### src/pds_pkg.sv
// ============================================================================
// pds_pkg
// Shared types and constants of the priority dispatch scheduler: field widths,
// command and event codes, transaction payloads and the ready table entry.
// ============================================================================
`default_nettype none

package pds_pkg;

   // ready table geometry
   localparam int READY_DEPTH = 16;
   localparam int ADDR_W      = $clog2(READY_DEPTH);
   localparam int OCC_W       = $clog2(READY_DEPTH + 1);

   // field widths
   localparam int PID_W     = 16;
   localparam int WEIGHT_W  = 4;
   localparam int TICKS_W   = 16;
   localparam int MEM_W     = 32;
   localparam int SCORE_W   = 32;
   localparam int SUM_W     = 36;
   localparam int ENTRIES_W = 5;
   localparam int LIMIT_W   = 5;
   localparam int CMP_W     = (OCC_W > LIMIT_W) ? OCC_W : LIMIT_W;

   // score arithmetic: kb = memory / 1024, n = floor(log2 kb) + 1
   localparam int KB_SHIFT = 10;
   localparam int KB_W     = MEM_W - KB_SHIFT;
   localparam int LOG_W    = $clog2(KB_W + 1);
   localparam int PROD_W   = WEIGHT_W + LOG_W;
   localparam int FULL_W   = PROD_W + KB_W;

   // register port
   localparam int CSR_ADDR_W = 3;
   localparam int CSR_DATA_W = 32;
   localparam int REG_IDX_W  = CSR_ADDR_W - 2;
   localparam logic [REG_IDX_W-1:0] REG_READY_LIMIT = '0;
   localparam logic [LIMIT_W-1:0]   LIMIT_RESET     = LIMIT_W'(16);

   typedef enum logic {
      CMD_ADMIT = 1'b0,
      CMD_TICK  = 1'b1
   } command_type;

   typedef enum logic [2:0] {
      EVT_ADMITTED   = 3'd0,
      EVT_REFUSED    = 3'd1,
      EVT_COMPLETED  = 3'd2,
      EVT_DISPATCHED = 3'd3,
      EVT_IDLE_TICK  = 3'd4
   } event_kind_type;

   typedef struct packed {
      command_type         command;
      logic [PID_W-1:0]    process_id;
      logic [WEIGHT_W-1:0] rights_weight;
      logic [TICKS_W-1:0]  burst_ticks;
      logic [MEM_W-1:0]    memory_bytes;
   } req_type;

   typedef struct packed {
      event_kind_type       event_kind;
      logic [PID_W-1:0]     event_pid;
      logic [SCORE_W-1:0]   event_priority;
      logic [ENTRIES_W-1:0] ready_entries;
      logic [SUM_W-1:0]     ready_memory_used;
      logic                 last_result;
   } rsp_type;

   typedef struct packed {
      logic [PID_W-1:0]   pid;
      logic [SCORE_W-1:0] score;
      logic [MEM_W-1:0]   memory;
      logic [TICKS_W-1:0] ticks;
   } entry_type;

   localparam int ENTRY_W = $bits(entry_type);

endpackage

`default_nettype wire

### src/pds_ram.sv
// ============================================================================
// pds_ram
// Generic single-clock RAM: one write port, one read port, registered read.
// ============================================================================
`default_nettype none

module pds_ram #(
   parameter int WIDTH = 8,
   parameter int DEPTH = 16
) (
   input  wire logic                     clock,
   input  wire logic                     wr_en,
   input  wire logic [$clog2(DEPTH)-1:0] wr_addr,
   input  wire logic [WIDTH-1:0]         wr_data,
   input  wire logic [$clog2(DEPTH)-1:0] rd_addr,
   output logic      [WIDTH-1:0]         rd_data
);

   logic [WIDTH-1:0] mem_ff [DEPTH];
   logic [WIDTH-1:0] rd_data_ff;

   always_ff @(posedge clock) begin
      if (wr_en) begin
         mem_ff[wr_addr] <= wr_data;
      end
      rd_data_ff <= mem_ff[rd_addr];
   end

   assign rd_data = rd_data_ff;

endmodule

`default_nettype wire

### src/pds_score.sv
// ============================================================================
// pds_score
// Score unit: weight * (floor(log2 kb) + 1) * kb with kb = max(memory/1024, 1).
// The logarithm is found one bit per cycle, then two registered multiplies.
// ============================================================================
`default_nettype none

module pds_score (
   input  wire logic                           clock,
   input  wire logic                           reset,
   input  wire logic                           start,
   input  wire logic [pds_pkg::WEIGHT_W-1:0]   weight,
   input  wire logic [pds_pkg::MEM_W-1:0]      memory_bytes,
   output logic                                done,
   output logic      [pds_pkg::SCORE_W-1:0]    score
);

   typedef enum logic [1:0] {
      SC_IDLE,
      SC_LOG,
      SC_MUL_N,
      SC_MUL_KB
   } score_state_type;

   score_state_type                 state_ff, state_in;
   logic [pds_pkg::KB_W-1:0]        kb_ff, kb_in;
   logic [pds_pkg::KB_W-1:0]        shift_ff, shift_in;
   logic [pds_pkg::LOG_W-1:0]       n_ff, n_in;
   logic [pds_pkg::WEIGHT_W-1:0]    weight_ff, weight_in;
   logic [pds_pkg::PROD_W-1:0]      prod_ff, prod_in;
   logic [pds_pkg::SCORE_W-1:0]     score_ff, score_in;
   logic                            done_ff, done_in;
   logic [pds_pkg::KB_W-1:0]        kb_raw;
   logic [pds_pkg::FULL_W-1:0]      full_prod;

   assign kb_raw    = memory_bytes[pds_pkg::MEM_W-1:pds_pkg::KB_SHIFT];
   assign full_prod = pds_pkg::FULL_W'(prod_ff) * pds_pkg::FULL_W'(kb_ff);

   always_comb begin
      state_in  = state_ff;
      kb_in     = kb_ff;
      shift_in  = shift_ff;
      n_in      = n_ff;
      weight_in = weight_ff;
      prod_in   = prod_ff;
      score_in  = score_ff;
      done_in   = 1'b0;
      case (state_ff)
         SC_IDLE: begin
            if (start) begin
               // clamp kb to at least one
               kb_in     = (kb_raw == '0) ? pds_pkg::KB_W'(1) : kb_raw;
               shift_in  = (kb_raw == '0) ? pds_pkg::KB_W'(1) : kb_raw;
               n_in      = pds_pkg::LOG_W'(1);
               weight_in = weight;
               state_in  = SC_LOG;
            end
         end
         SC_LOG: begin
            if (shift_ff > pds_pkg::KB_W'(1)) begin
               shift_in = shift_ff >> 1;
               n_in     = n_ff + pds_pkg::LOG_W'(1);
            end else begin
               state_in = SC_MUL_N;
            end
         end
         SC_MUL_N: begin
            prod_in  = pds_pkg::PROD_W'(weight_ff) * pds_pkg::PROD_W'(n_ff);
            state_in = SC_MUL_KB;
         end
         SC_MUL_KB: begin
            score_in = pds_pkg::SCORE_W'(full_prod);
            done_in  = 1'b1;
            state_in = SC_IDLE;
         end
         default: begin
            state_in = SC_IDLE;
         end
      endcase
   end

   always_ff @(posedge clock) begin
      kb_ff     <= kb_in;
      shift_ff  <= shift_in;
      n_ff      <= n_in;
      weight_ff <= weight_in;
      prod_ff   <= prod_in;
      score_ff  <= score_in;
      if (reset) begin
         state_ff <= SC_IDLE;
         done_ff  <= 1'b0;
      end else begin
         state_ff <= state_in;
         done_ff  <= done_in;
      end
   end

   assign done  = done_ff;
   assign score = score_ff;

endmodule

`default_nettype wire

### src/pds_engine.sv
// ============================================================================
// pds_engine
// Scheduler sequencer: admits into the ready table RAM, counts down the
// running slot, scans the table for the best score, closes the gap behind
// the dispatched entry and hands results to the output register.
// ============================================================================
`default_nettype none

module pds_engine (
   input  wire logic                          clock,
   input  wire logic                          reset,
   input  wire logic [pds_pkg::LIMIT_W-1:0]   ready_limit,
   input  wire logic                          req_valid,
   output logic                               req_stall,
   input  wire pds_pkg::req_type              req_data,
   output logic                               rsp_valid,
   input  wire logic                          rsp_stall,
   output pds_pkg::rsp_type                   rsp_data
);

   typedef enum logic [2:0] {
      ST_IDLE,
      ST_ADMIT,
      ST_SCAN,
      ST_SHIFT,
      ST_EMIT_FIRST,
      ST_EMIT_LAST
   } state_type;

   typedef struct packed {
      pds_pkg::event_kind_type       kind;
      logic [pds_pkg::PID_W-1:0]     pid;
      logic [pds_pkg::SCORE_W-1:0]   score;
   } event_type;

   state_type                          state_ff, state_in;
   logic [pds_pkg::OCC_W-1:0]          occ_ff, occ_in;
   logic [pds_pkg::SUM_W-1:0]          sum_ff, sum_in;
   logic                               run_valid_ff, run_valid_in;
   logic [pds_pkg::PID_W-1:0]          run_pid_ff, run_pid_in;
   logic [pds_pkg::SCORE_W-1:0]        run_score_ff, run_score_in;
   logic [pds_pkg::TICKS_W-1:0]        run_ticks_ff, run_ticks_in;
   pds_pkg::req_type                   item_ff, item_in;
   logic                               done_ff, done_in;
   event_type                          evt_a_ff, evt_a_in;
   event_type                          evt_b_ff, evt_b_in;
   logic [pds_pkg::OCC_W-1:0]          ptr_ff, ptr_in;
   logic                               cmp_valid_ff, cmp_valid_in;
   logic [pds_pkg::OCC_W-1:0]          cmp_idx_ff, cmp_idx_in;
   logic [pds_pkg::OCC_W-1:0]          best_idx_ff, best_idx_in;
   pds_pkg::entry_type                 best_ff, best_in;
   logic                               sh_wr_valid_ff, sh_wr_valid_in;
   logic [pds_pkg::ADDR_W-1:0]         sh_wr_addr_ff, sh_wr_addr_in;
   logic                               rsp_valid_ff, rsp_valid_in;
   pds_pkg::rsp_type                   rsp_ff, rsp_in;

   logic                               ram_wr_en;
   logic [pds_pkg::ADDR_W-1:0]         ram_wr_addr;
   pds_pkg::entry_type                 ram_wr_entry;
   logic [pds_pkg::ADDR_W-1:0]         ram_rd_addr;
   logic [pds_pkg::ENTRY_W-1:0]        ram_rd_data;
   pds_pkg::entry_type                 rd_entry;

   logic                               score_start;
   logic                               score_done;
   logic [pds_pkg::SCORE_W-1:0]        score_value;

   logic                               accept;
   logic                               out_free;
   logic [pds_pkg::OCC_W-1:0]          occ_m1;
   logic [pds_pkg::OCC_W-1:0]          ptr_m1;
   logic [pds_pkg::TICKS_W-1:0]        tick_dec;
   logic                               tick_done;
   logic                               run_after;
   logic                               table_full;
   logic                               admit_ok;
   logic                               better;
   logic [pds_pkg::OCC_W-1:0]          best_idx_nx;
   logic                               ptr_more;

   pds_ram #(
      .WIDTH (pds_pkg::ENTRY_W),
      .DEPTH (pds_pkg::READY_DEPTH)
   ) u_table (
      .clock   (clock),
      .wr_en   (ram_wr_en),
      .wr_addr (ram_wr_addr),
      .wr_data (ram_wr_entry),
      .rd_addr (ram_rd_addr),
      .rd_data (ram_rd_data)
   );

   pds_score u_score (
      .clock        (clock),
      .reset        (reset),
      .start        (score_start),
      .weight       (req_data.rights_weight),
      .memory_bytes (req_data.memory_bytes),
      .done         (score_done),
      .score        (score_value)
   );

   assign rd_entry    = pds_pkg::entry_type'(ram_rd_data);
   assign accept      = req_valid && (state_ff == ST_IDLE);
   assign req_stall   = (state_ff != ST_IDLE);
   assign score_start = accept && (req_data.command == pds_pkg::CMD_ADMIT);
   assign out_free    = !rsp_valid_ff || !rsp_stall;
   assign occ_m1      = occ_ff - pds_pkg::OCC_W'(1);
   assign ptr_m1      = ptr_ff - pds_pkg::OCC_W'(1);
   assign tick_dec    = (run_ticks_ff != '0) ? run_ticks_ff - pds_pkg::TICKS_W'(1) : '0;
   assign tick_done   = run_valid_ff && (tick_dec == '0);
   assign run_after   = run_valid_ff && !tick_done;
   assign table_full  = (pds_pkg::CMP_W'(occ_ff) >= pds_pkg::CMP_W'(ready_limit))
                        || (occ_ff == pds_pkg::OCC_W'(pds_pkg::READY_DEPTH));
   assign admit_ok    = (occ_ff == '0)
                        || (!table_full && (item_ff.memory_bytes <= rd_entry.memory));
   assign better      = (cmp_idx_ff == '0) || (rd_entry.score > best_ff.score);
   assign best_idx_nx = better ? cmp_idx_ff : best_idx_ff;
   assign ptr_more    = (ptr_ff < occ_ff);

   // read port: pointer while scanning or shifting, else the last entry
   always_comb begin
      case (state_ff)
         ST_SCAN, ST_SHIFT: ram_rd_addr = ptr_ff[pds_pkg::ADDR_W-1:0];
         default:           ram_rd_addr = occ_m1[pds_pkg::ADDR_W-1:0];
      endcase
   end

   always_comb begin
      state_in       = state_ff;
      occ_in         = occ_ff;
      sum_in         = sum_ff;
      run_valid_in   = run_valid_ff;
      run_pid_in     = run_pid_ff;
      run_score_in   = run_score_ff;
      run_ticks_in   = run_ticks_ff;
      item_in        = item_ff;
      done_in        = done_ff;
      evt_a_in       = evt_a_ff;
      evt_b_in       = evt_b_ff;
      ptr_in         = ptr_ff;
      cmp_valid_in   = 1'b0;
      cmp_idx_in     = cmp_idx_ff;
      best_idx_in    = best_idx_ff;
      best_in        = best_ff;
      sh_wr_valid_in = 1'b0;
      sh_wr_addr_in  = sh_wr_addr_ff;
      rsp_valid_in   = rsp_valid_ff && rsp_stall;
      rsp_in         = rsp_ff;
      ram_wr_en      = 1'b0;
      ram_wr_addr    = sh_wr_addr_ff;
      ram_wr_entry   = rd_entry;

      case (state_ff)
         ST_IDLE: begin
            if (accept) begin
               item_in = req_data;
               if (req_data.command == pds_pkg::CMD_ADMIT) begin
                  state_in = ST_ADMIT;
               end else begin
                  if (run_valid_ff) begin
                     run_ticks_in = tick_dec;
                  end
                  done_in        = tick_done;
                  run_valid_in   = run_after;
                  evt_a_in.kind  = pds_pkg::EVT_COMPLETED;
                  evt_a_in.pid   = run_pid_ff;
                  evt_a_in.score = run_score_ff;
                  if (!run_after && (occ_ff != '0)) begin
                     ptr_in   = '0;
                     state_in = ST_SCAN;
                  end else begin
                     if (tick_done) begin
                        evt_b_in.kind  = pds_pkg::EVT_COMPLETED;
                        evt_b_in.pid   = run_pid_ff;
                        evt_b_in.score = run_score_ff;
                     end else begin
                        evt_b_in.kind  = pds_pkg::EVT_IDLE_TICK;
                        evt_b_in.pid   = '0;
                        evt_b_in.score = '0;
                     end
                     state_in = ST_EMIT_LAST;
                  end
               end
            end
         end

         ST_ADMIT: begin
            // last entry is on the read port; wait for the score
            if (score_done) begin
               if (admit_ok) begin
                  ram_wr_en           = 1'b1;
                  ram_wr_addr         = occ_ff[pds_pkg::ADDR_W-1:0];
                  ram_wr_entry.pid    = item_ff.process_id;
                  ram_wr_entry.score  = score_value;
                  ram_wr_entry.memory = item_ff.memory_bytes;
                  ram_wr_entry.ticks  = item_ff.burst_ticks;
                  occ_in              = occ_ff + pds_pkg::OCC_W'(1);
                  sum_in              = sum_ff + pds_pkg::SUM_W'(item_ff.memory_bytes);
                  evt_b_in.kind       = pds_pkg::EVT_ADMITTED;
               end else begin
                  evt_b_in.kind       = pds_pkg::EVT_REFUSED;
               end
               evt_b_in.pid   = item_ff.process_id;
               evt_b_in.score = score_value;
               state_in       = ST_EMIT_LAST;
            end
         end

         ST_SCAN: begin
            // read one entry per cycle, compare it the cycle after
            if (ptr_more) begin
               ptr_in = ptr_ff + pds_pkg::OCC_W'(1);
            end
            cmp_valid_in = ptr_more;
            cmp_idx_in   = ptr_ff;
            if (cmp_valid_ff) begin
               if (better) begin
                  best_in     = rd_entry;
                  best_idx_in = cmp_idx_ff;
               end
               if (cmp_idx_ff == occ_m1) begin
                  ptr_in   = best_idx_nx + pds_pkg::OCC_W'(1);
                  state_in = ST_SHIFT;
               end
            end
         end

         ST_SHIFT: begin
            // move entry i+1 down to i, one per cycle
            if (sh_wr_valid_ff) begin
               ram_wr_en = 1'b1;
            end
            if (ptr_more) begin
               ptr_in         = ptr_ff + pds_pkg::OCC_W'(1);
               sh_wr_valid_in = 1'b1;
               sh_wr_addr_in  = ptr_m1[pds_pkg::ADDR_W-1:0];
            end else begin
               occ_in         = occ_m1;
               sum_in         = sum_ff - pds_pkg::SUM_W'(best_ff.memory);
               run_valid_in   = 1'b1;
               run_pid_in     = best_ff.pid;
               run_score_in   = best_ff.score;
               run_ticks_in   = best_ff.ticks;
               evt_b_in.kind  = pds_pkg::EVT_DISPATCHED;
               evt_b_in.pid   = best_ff.pid;
               evt_b_in.score = best_ff.score;
               state_in       = done_ff ? ST_EMIT_FIRST : ST_EMIT_LAST;
            end
         end

         ST_EMIT_FIRST: begin
            if (out_free) begin
               rsp_valid_in             = 1'b1;
               rsp_in.event_kind        = evt_a_ff.kind;
               rsp_in.event_pid         = evt_a_ff.pid;
               rsp_in.event_priority    = evt_a_ff.score;
               rsp_in.ready_entries     = pds_pkg::ENTRIES_W'(occ_ff);
               rsp_in.ready_memory_used = sum_ff;
               rsp_in.last_result       = 1'b0;
               state_in                 = ST_EMIT_LAST;
            end
         end

         ST_EMIT_LAST: begin
            if (out_free) begin
               rsp_valid_in             = 1'b1;
               rsp_in.event_kind        = evt_b_ff.kind;
               rsp_in.event_pid         = evt_b_ff.pid;
               rsp_in.event_priority    = evt_b_ff.score;
               rsp_in.ready_entries     = pds_pkg::ENTRIES_W'(occ_ff);
               rsp_in.ready_memory_used = sum_ff;
               rsp_in.last_result       = 1'b1;
               state_in                 = ST_IDLE;
            end
         end

         default: begin
            state_in = ST_IDLE;
         end
      endcase
   end

   always_ff @(posedge clock) begin
      run_pid_ff    <= run_pid_in;
      run_score_ff  <= run_score_in;
      run_ticks_ff  <= run_ticks_in;
      item_ff       <= item_in;
      evt_a_ff      <= evt_a_in;
      evt_b_ff      <= evt_b_in;
      ptr_ff        <= ptr_in;
      cmp_idx_ff    <= cmp_idx_in;
      best_idx_ff   <= best_idx_in;
      best_ff       <= best_in;
      sh_wr_addr_ff <= sh_wr_addr_in;
      rsp_ff        <= rsp_in;
      if (reset) begin
         state_ff       <= ST_IDLE;
         occ_ff         <= '0;
         sum_ff         <= '0;
         run_valid_ff   <= 1'b0;
         done_ff        <= 1'b0;
         cmp_valid_ff   <= 1'b0;
         sh_wr_valid_ff <= 1'b0;
         rsp_valid_ff   <= 1'b0;
      end else begin
         state_ff       <= state_in;
         occ_ff         <= occ_in;
         sum_ff         <= sum_in;
         run_valid_ff   <= run_valid_in;
         done_ff        <= done_in;
         cmp_valid_ff   <= cmp_valid_in;
         sh_wr_valid_ff <= sh_wr_valid_in;
         rsp_valid_ff   <= rsp_valid_in;
      end
   end

   assign rsp_valid = rsp_valid_ff;
   assign rsp_data  = rsp_ff;

endmodule

`default_nettype wire

### src/priority_dispatch_scheduler_top.sv
// ============================================================================
// priority_dispatch_scheduler_top
// Highest-score-first scheduler with a ready table in RAM, one running slot
// and a register port for the ready limit.
// ============================================================================
// One transaction is handled at a time. An admit waits for the score unit,
// which finds the logarithm one bit per cycle and then does two registered
// multiplies. A tick that dispatches walks the ready table through the RAM
// read port to find the best score, then moves each entry behind the winner
// down one place to close the gap. A tick that both completes a process and
// dispatches another reports two results, the completion first. The next
// transaction is taken while the last result still waits in the output
// register. No clearing pass follows reset: only table entries below the
// occupancy are ever used.
`default_nettype none

module priority_dispatch_scheduler_top (
   input  wire logic                              clock,
   input  wire logic                              reset,
   input  wire logic                              req_valid,
   output logic                                   req_stall,
   input  wire pds_pkg::req_type                  req_data,
   output logic                                   rsp_valid,
   input  wire logic                              rsp_stall,
   output pds_pkg::rsp_type                       rsp_data,
   input  wire logic                              psel,
   input  wire logic                              penable,
   input  wire logic                              pwrite,
   input  wire logic [pds_pkg::CSR_ADDR_W-1:0]    paddr,
   input  wire logic [pds_pkg::CSR_DATA_W-1:0]    pwdata,
   output logic      [pds_pkg::CSR_DATA_W-1:0]    prdata,
   output logic                                   pready
);

   logic [pds_pkg::LIMIT_W-1:0]   limit_ff, limit_in;
   logic [pds_pkg::REG_IDX_W-1:0] reg_idx;
   logic                          limit_wr;

   assign reg_idx  = paddr[pds_pkg::CSR_ADDR_W-1:2];
   assign limit_wr = psel && penable && pwrite && (reg_idx == pds_pkg::REG_READY_LIMIT);
   assign limit_in = limit_wr ? pwdata[pds_pkg::LIMIT_W-1:0] : limit_ff;
   assign pready   = 1'b1;
   assign prdata   = (reg_idx == pds_pkg::REG_READY_LIMIT)
                     ? pds_pkg::CSR_DATA_W'(limit_ff) : '0;

   always_ff @(posedge clock) begin
      if (reset) begin
         limit_ff <= pds_pkg::LIMIT_RESET;
      end else begin
         limit_ff <= limit_in;
      end
   end

   pds_engine u_engine (
      .clock       (clock),
      .reset       (reset),
      .ready_limit (limit_ff),
      .req_valid   (req_valid),
      .req_stall   (req_stall),
      .req_data    (req_data),
      .rsp_valid   (rsp_valid),
      .rsp_stall   (rsp_stall),
      .rsp_data    (rsp_data)
   );

   // still busy in the cycle after taking a transaction
   a_busy_after_accept: assert property (@(posedge clock) disable iff (reset)
      req_valid && !req_stall |=> req_stall)
      else $error("transaction taken on two consecutive cycles");

   // only a completion is ever followed by a second result
   a_first_is_completion: assert property (@(posedge clock) disable iff (reset)
      rsp_valid && !rsp_data.last_result |->
         rsp_data.event_kind == pds_pkg::EVT_COMPLETED)
      else $error("non-final result is not a completion");

   // the dispatch follows a taken completion on the next cycle
   a_dispatch_follows: assert property (@(posedge clock) disable iff (reset)
      rsp_valid && !rsp_stall && !rsp_data.last_result |=>
         rsp_valid && rsp_data.last_result
         && rsp_data.event_kind == pds_pkg::EVT_DISPATCHED)
      else $error("completion not followed by dispatch");

   // reported occupancy never exceeds the table depth
   a_occupancy_bound: assert property (@(posedge clock) disable iff (reset)
      rsp_valid |-> pds_pkg::CMP_W'(rsp_data.ready_entries)
                    <= pds_pkg::CMP_W'(pds_pkg::READY_DEPTH))
      else $error("ready occupancy above table depth");

endmodule

`default_nettype wire

### config.mk
export PLATFORM = sky130hd
export DESIGN_NAME = priority_dispatch_scheduler_top
export DESIGN_NICKNAME = d
export VERILOG_FILES = /design/src/pds_pkg.sv /design/src/pds_ram.sv /design/src/pds_score.sv /design/src/pds_engine.sv /design/src/priority_dispatch_scheduler_top.sv
export SDC_FILE = /design/constraint.sdc
export NUM_CORES = 2
export LEC_CHECK = 0
export BUFFER_PORTS_ARGS = -buffer_cell sky130_fd_sc_hd__buf_4
export CORE_AREA = 4 4 419 421
export CTS_BUF_LIST = sky130_fd_sc_hd__clkbuf_16
export CTS_CLUSTER_DIAMETER = 40
export DETAILED_ROUTE_END_ITERATION = 10
export DIE_AREA = 0 0 423 425
export GPL_TIMING_DRIVEN = 0
export HOLD_SLACK_MARGIN = 0.05
export PLACE_DENSITY = 0.74
export SLEW_MARGIN = 0
export SYNTH_ARGS = -nofsm -noshare
export SYNTH_HDL_FRONTEND = slang
export SYNTH_SLANG_ARGS = --single-unit
### constraint.sdc
create_clock -name clock -period 10.4 [get_ports clock]
set_input_delay 0.52 -clock clock [delete_from_list [all_inputs] [get_ports clock]]
set_output_delay 0.52 -clock clock [all_outputs]
set_load 0.005 [all_outputs]
After elaboration in Yosys (flattened, before gate mapping)

Memories as Yosys holds them, arrays and structs flattened. A register that Yosys moved wholly into a read port is not among the register bits.
Cells that the tools add are included.

Input bits: 111
Memories kept: 1
Output and inout bits: 128
Bits in writable memories: 1536
Logic and storage cells: 219
Register bits: 585

Memory list:

| memory                  | depth | width | rd ports | clocked after memory_dff | wr ports | line          | source |
|---|---|---|---|---|---|---|---|
| u_engine.u_table.mem_ff | 16    | 96    | 1        | 1                        | 1        | pds_ram.sv:19 | `logic [WIDTH-1:0] mem_ff [DEPTH];` |

Multiplexer cells: 76
Reductions and logical operators: 54
$lt $le $gt $ge: 5
Add/sub/neg operators: 9
Bitwise operators: 5
Equality and inequality tests: 25
$mul: 2

Operators by type and width:

| operator                                             | number |
|---|---|
| 2-to-1 mux 51 bit                                    | 6 |
| 2-to-1 mux 96 bit                                    | 3 |
| 2-to-1 mux 93 bit                                    | 2 |
| one-hot mux 93 bit (2 select lines)                  | 1 |
| one-hot mux 51 bit (3 select lines)                  | 1 |
| 2-to-1 mux 36 bit                                    | 3 |
| 2-to-1 mux 16 bit                                    | 5 |
| one-hot mux 36 bit (2 select lines)                  | 1 |
| 2-to-1 mux 22 bit                                    | 3 |
| 2-to-1 mux 5 bit                                     | 13 |
| one-hot mux 22 bit (2 select lines)                  | 1 |
| adder 36 x 32 -> 36 bit                              | 1 |
| subtractor 36 x 32 -> 36 bit                         | 1 |
| > comparator 32 bit                                  | 1 |
| less-or-equal comparator 32 bit                      | 1 |
| one-hot mux 16 bit (2 select lines)                  | 1 |
| multiplier 9 x 22 -> 31 bit                          | 1 |
| 2-to-1 mux 3 bit                                     | 9 |
| > comparator 22 x 1 -> 1 bit (second input constant) | 1 |
| zero test 22 bit                                     | 1 |
| adder 5 x 1 -> 5 bit (second input constant)         | 4 |
| one-hot mux 5 bit (2 select lines)                   | 2 |
| one-hot mux 3 bit (6 select lines)                   | 1 |
| zero test 16 bit                                     | 1 |
| other kinds (39)                                     | 112 |

Depth between registers and ports, before layout

Word-level depth: 12
Mapped depth: 24
Depth with buffers taken out: 22

By module

From an unflattened synthesis, not the netlist that was laid out.

Cells, all modules: 5376
Area, all modules: 93283.2 um2

Modules (own cells, without submodules):

| module                          | seq. area each (um2) | cells an instance | times used | area an instance (um2) |
|---|---|---|---|---|
| pds_ram                         | 48046.1              | 2460              | 1          | 59355.7 |
| pds_engine                      | 14043.5              | 1854              | 1          | 23151.0 |
| pds_score                       | 2822.7               | 1004              | 1          | 10282.4 |
| priority_dispatch_scheduler_top | 100.1                | 58                | 1          | 494.2 |

Worst setup path before layout

No wires, ideal clock.

Path type: flip-flop to flip-flop
From: register u_engine.occ_ff[0] (netlist bit)
To: memory u_engine.u_table.mem_ff[12][0] (netlist bit), enable pin
Required time: 9703 ps
Path buffers: 3
Arrival time: 9931 ps
Clock period less this slack: 10628 ps
Slack: -228 ps
Setup time: 697 ps
Stages on the path, launching flop included: 15
Cell sequence: dfxtp_1 > clkbuf_1 > inv_1 > ha_1 > nand2b_1 > a21o_1 > a21o_1 > a21o_1 > a221oi_1 > a31o_2 > nor2b_1 > nand3_1 > clkbuf_1 > clkbuf_1 > o32ai_1

Word-level cells in the longest chain between the ends: 10
Elaborated cells between the ends (all ways): 15
Classes of those cells: 1 x order compare; 1 x eq/ne; 8 x mux; 5 x reduce/logical

RTL lines:

| element                                                           | line                                 | source |
|---|---|---|
| start, declared                                                   | pds_engine.sv:37                     | `logic [pds_pkg::OCC_W-1:0] occ_ff, occ_in;` |
| start signal, assigned                                            | pds_engine.sv:308                    | `occ_ff <= occ_in;` |
| >= comparator 5 bit / equality test 5 bit (equally long branches) | pds_engine.sv:113, pds_engine.sv:114 |  |
| logical OR 1 bit                                                  | pds_engine.sv:114                    | `\|\| (occ_ff == pds_pkg::OCC_W'(pds_pkg::READY_DEPTH));` |
| zero test 1 bit                                                   | pds_engine.sv:116                    | `\|\| (!table_full && (item_ff.memory_bytes <= rd_entry.memory));` |
| logical AND 1 bit                                                 | pds_engine.sv:116                    |  |
| logical OR 1 bit                                                  | pds_engine.sv:116                    |  |
| 2-to-1 mux 1 bit                                                  | pds_engine.sv:191                    | `if (admit_ok) begin` |
| 2-to-1 mux 1 bit                                                  | pds_engine.sv:190                    | `if (score_done) begin` |
| one-hot mux 1 bit (2 select lines)                                | pds_engine.sv:154                    | `case (state_ff)` |
| 2-to-1 mux 1 bit                                                  | pds_ram.sv:23                        | `if (wr_en) begin` |
| 2-to-1 mux 1 bit (implied by the code)                            | pds_ram.sv:24                        | `mem_ff[wr_addr] <= wr_data;` |
| end, declared                                                     | pds_ram.sv:19                        |  |

Several ways; a longest one is shown, not always the timed one.

Worst setup path after layout

From: register u_engine.item_ff[13] (netlist bit)
To: memory u_engine.u_table.mem_ff[15][92] (netlist bit), enable pin

Word-level cells in the longest chain between the ends: 8
Elaborated cells between the ends (all ways): 11
Classes of those cells: 1 x order compare; 8 x mux; 2 x reduce/logical

RTL lines:

| element                                | line              | source |
|---|---|---|
| start, declared                        | pds_engine.sv:43  | `pds_pkg::req_type item_ff, item_in;` |
| start signal, assigned                 | pds_engine.sv:288 | `item_ff <= item_in;` |
| less-or-equal comparator 32 bit (*)    | pds_engine.sv:116 |  |
| logical AND 1 bit (*)                  | pds_engine.sv:116 |  |
| logical OR 1 bit (*)                   | pds_engine.sv:116 |  |
| 2-to-1 mux 1 bit                       | pds_engine.sv:191 |  |
| 2-to-1 mux 1 bit                       | pds_engine.sv:190 |  |
| one-hot mux 1 bit (2 select lines)     | pds_engine.sv:154 |  |
| 2-to-1 mux 1 bit                       | pds_ram.sv:23     |  |
| 2-to-1 mux 1 bit (implied by the code) | pds_ram.sv:24     |  |

Mark *: on every way between the ends. The rest lies on a longest branch, timed or not.

==> metrics <==
normalized max-slew margin -7.57%; FMAX 131 MHz; Post-Route Utilization 64.8%; Final HPWL DP 154000 um; initial antenna violation count 10; final setup violation count 0; register area share after synthesis 69.1%; initial core utilization 54.9%; fin crit share 73.7%; yosys synthesis warning count 0; Post-CTS Resized 0; antenna-violating nets left 0; Total Power 25000 uW; Layout fillers 11200; Area growth syn-to-layout 18.1%; Worst-Margin Slew 1.61 ns; Post-Syn Area per Cell 17.3 um^2; Pre-antenna DRT Iters 8; setup bufs post-CTS 0; Top FF cell, synth edfxtp_1; start point of the critical path u_engine.item_ff[13]$_DFFE_PP_; H-Tree Depth 5; register bit total from synthesis 2216; total track usage 26.2%; failing checks capacitance limit, slew limit; Leak 0.0397 uW; Port Buf Inserts 181; GPL Wtd Cong 0.890; P per Cell Area 225 nW/um^2; post-route cell area 111000 um^2; crit-path cells ha_1 > nand4_1 > nor4_1 > nand2_1 > o311ai_0 > a31o_2 > nor2b_1 > nand3_1 > clkbuf_2 > clkbuf_2 > o32ai_4 > buf_8 > buf_8 > buf_16; Die ar. 180000 um^2; worst skew pair latency 0.93 ns; asr flop ratio synth 0%; crit start category flop; outcome finished, violations left; final hold vios 0; initial DRC count 5843; CP max-delay cell o32ai_4; worst reg2reg path startpoint u_engine.item_ff[13]$_DFFE_PP_; DRC 0; final net count 6565; CP max FO 14; first-pass GRT wire length 349000 um; Mapped Cells 5440; pin count of the biggest net entering global routing 50; final WL 234000 um; most common cell after layout, fill and taps aside edfxtp_1; maximum root-to-sink buffer count 4; Vias 52500; core area 171000 um^2; Root Driver clkbuf_16; post-synth cell types 88; CTS tree built; Max Cap Viol 1; Via density 6.08; clock sink count 2216; clk_skew 0.0603 ns; grt ovf 0; min Tclk post-route 7.66 ns; Setup CP Type flop to flop; CP endpoint kind flop; mapped cell area 94100 um^2; Setup WS pre-CTS 2.91 ns; I/O pins 239; peak supply drop 285 uV; Die W 423 um; cts-stage hold buffer count 76; Max stage delay on crit path 0.96 ns; most frequent cells in the layout edfxtp_1, mux4_2, inv_1; Hold WC Path Type primary input to flop; share of cells above drive strength 1 22.4%; Placement Rows 152; R2R setup slack 2.74 ns; Worst Path Required 10.98 ns; Pins Over Slew Limit 7; RSZ-0062 raised after global routing no; Die Span Y 425 um; multi-input logic area 27100 um^2; Sequential Area 65000 um^2; Post-synth EDFFs 2063; number of CTS-inserted buffers 285; fin worst setup slack 2.74 ns; placed cell area 101000 um^2; vias in the first global route 54000; Worst EP arrival 8.24 ns; WL/cell 27.1 um; hold_sp penable; Clock transition at path regs 0.06 ns
-- cells in the mapped netlist, types with 8 or more instances --
| master | instances | area share [%] |
|---|---|---|
| edfxtp_1 | 2063 | 66 |
| mux4_2 | 384 | 9.2 |
| inv_1 | 298 | 1.2 |
| nand2_1 | 215 | 0.86 |
| a21oi_1 | 208 | 1.1 |
| ha_1 | 185 | 2.5 |
| clkbuf_1 | 180 | 0.72 |
| mux2_2 | 164 | 2.0 |
| mux2i_1 | 158 | 1.7 |
| dfxtp_1 | 153 | 3.3 |
| fa_1 | 148 | 3.1 |
| and2_1 | 144 | 0.96 |
| nor2_1 | 137 | 0.55 |
| nor2b_1 | 117 | 0.78 |
| a211oi_1 | 104 | 0.83 |
| nand3_1 | 90 | 0.48 |
| o21ai_0 | 81 | 0.43 |
| xnor2_1 | 64 | 0.60 |
| o21ai_1 | 62 | 0.33 |
| buf_2 | 59 | 0.31 |
| xor2_1 | 50 | 0.47 |
| a21o_1 | 46 | 0.37 |
| nor3_1 | 30 | 0.16 |
| buf_4 | 28 | 0.22 |
| nand4_1 | 23 | 0.15 |
| nor4_1 | 21 | 0.14 |
| buf_1 | 18 | 0.072 |
| o22ai_1 | 17 | 0.11 |
| or3_1 | 15 | 0.10 |
| and3_1 | 13 | 0.086 |
| nand2b_1 | 12 | 0.080 |
| o21bai_1 | 11 | 0.088 |
| a31oi_1 | 9 | 0.060 |
| or4_1 | 9 | 0.072 |
| o31ai_1 | 8 | 0.064 |
-- worst max-delay path, delay by kind of cell (launching register included) --
| family | cells | cell delay (ns) |
|---|---|---|
| and+or+nand+nor | 5 | 2.88 |
| DFF | 1 | 0.59 |
| buffers and inverters | 5 | 1.86 |
| AOI/OAI and AO/OA | 3 | 1.50 |
| adders and majority gates | 1 | 0.40 |
-- flip-flops by register name (all words and copies together), names as in the netlist, 32 cells and up --
signal,count
u_engine.u_table.mem_ff,1536
u_engine.best_ff,96
u_engine.u_table.rd_data,96
u_engine.rsp_data,93
u_engine.item_ff,64
u_engine.evt_b_ff,51
u_engine.evt_a_ff,48
u_engine.sum_ff,36
u_engine.run_score_ff,32
-- power by group --
| part | internal (uW) | switching, uW | leakage [uW] |
|---|---|---|---|
| sequential | 10300 | 223 | 0.0199 |
| clock | 5810 | 3750 | 0.00466 |
| combinational | 2050 | 2850 | 0.0151 |
| total | 18200 | 6830 | 0.0397 |
-- metal layers --
metal	wire length (um)	GRT usage [%]	vias up
met3	20400	4.99	486
met1	87600	34.5	27000
met4	10400	11.4	4
met5	33	0	-
met2	116000	43.1	2684
li1	-	-	22400
-- metrics by stage --
| step | setup TNS [ns] | instances | hold WS (ns) |
|---|---|---|---|
| floorplan | -87.01 | 5466 | 0.403 |
| global placement | - | 7957 | 0.409 |
| detailed placement | 0 | 8067 | 0.413 |
| CTS | 0 | 8641 | 0.147 |
| global route | 0 | 8644 | 0.239 |
| finish | 0 | 8647 | 0.239 |
-- cell families (layout without fill, tap and decap cells) --
| group | Yosys count | count (layout) | synth area share (%) |
|---|---|---|---|
| other | 2 | 33 | 0.00798 |
| buffers and inverters | 587 | 1453 | 2.57 |
| xor gates and xnor gates | 114 | 114 | 1.06 |
| and+or+nand+nor | 864 | 864 | 4.77 |
| DFF | 2216 | 2216 | 69.1 |
| muxes | 707 | 707 | 12.8 |
| adders and majority gates | 333 | 333 | 5.61 |
| AOI/OAI and AO/OA | 617 | 617 | 4.04 |
-- layout make-up --
cell class / instances / share of cell area, %
tap: 2310 / 2.60
sequential: 2216 / 58.5
inverter: 298 / 1.01
multi-input combinational: 2663 / 24.4
timing repair buffer: 368 / 3.99
buffer: 289 / 1.17
clock inverter: 202 / 1.66
clock buffer: 296 / 6.67
antenna: 5 / 0.0113
-- final timing paths --
path                                                             endpoint  cells after the start
worst max-delay path            u_engine.u_table.mem_ff[15][92]$_DFFE_PP_                     14
worst min register to register             u_engine.best_ff[92]$_DFFE_PP_                      0
worst max register to register  u_engine.u_table.mem_ff[15][92]$_DFFE_PP_                     14
worst min-delay path                             limit_ff[2]$_SDFFE_PP0P_                      4
No activity file was read; power rests on OpenSTA's default activity.
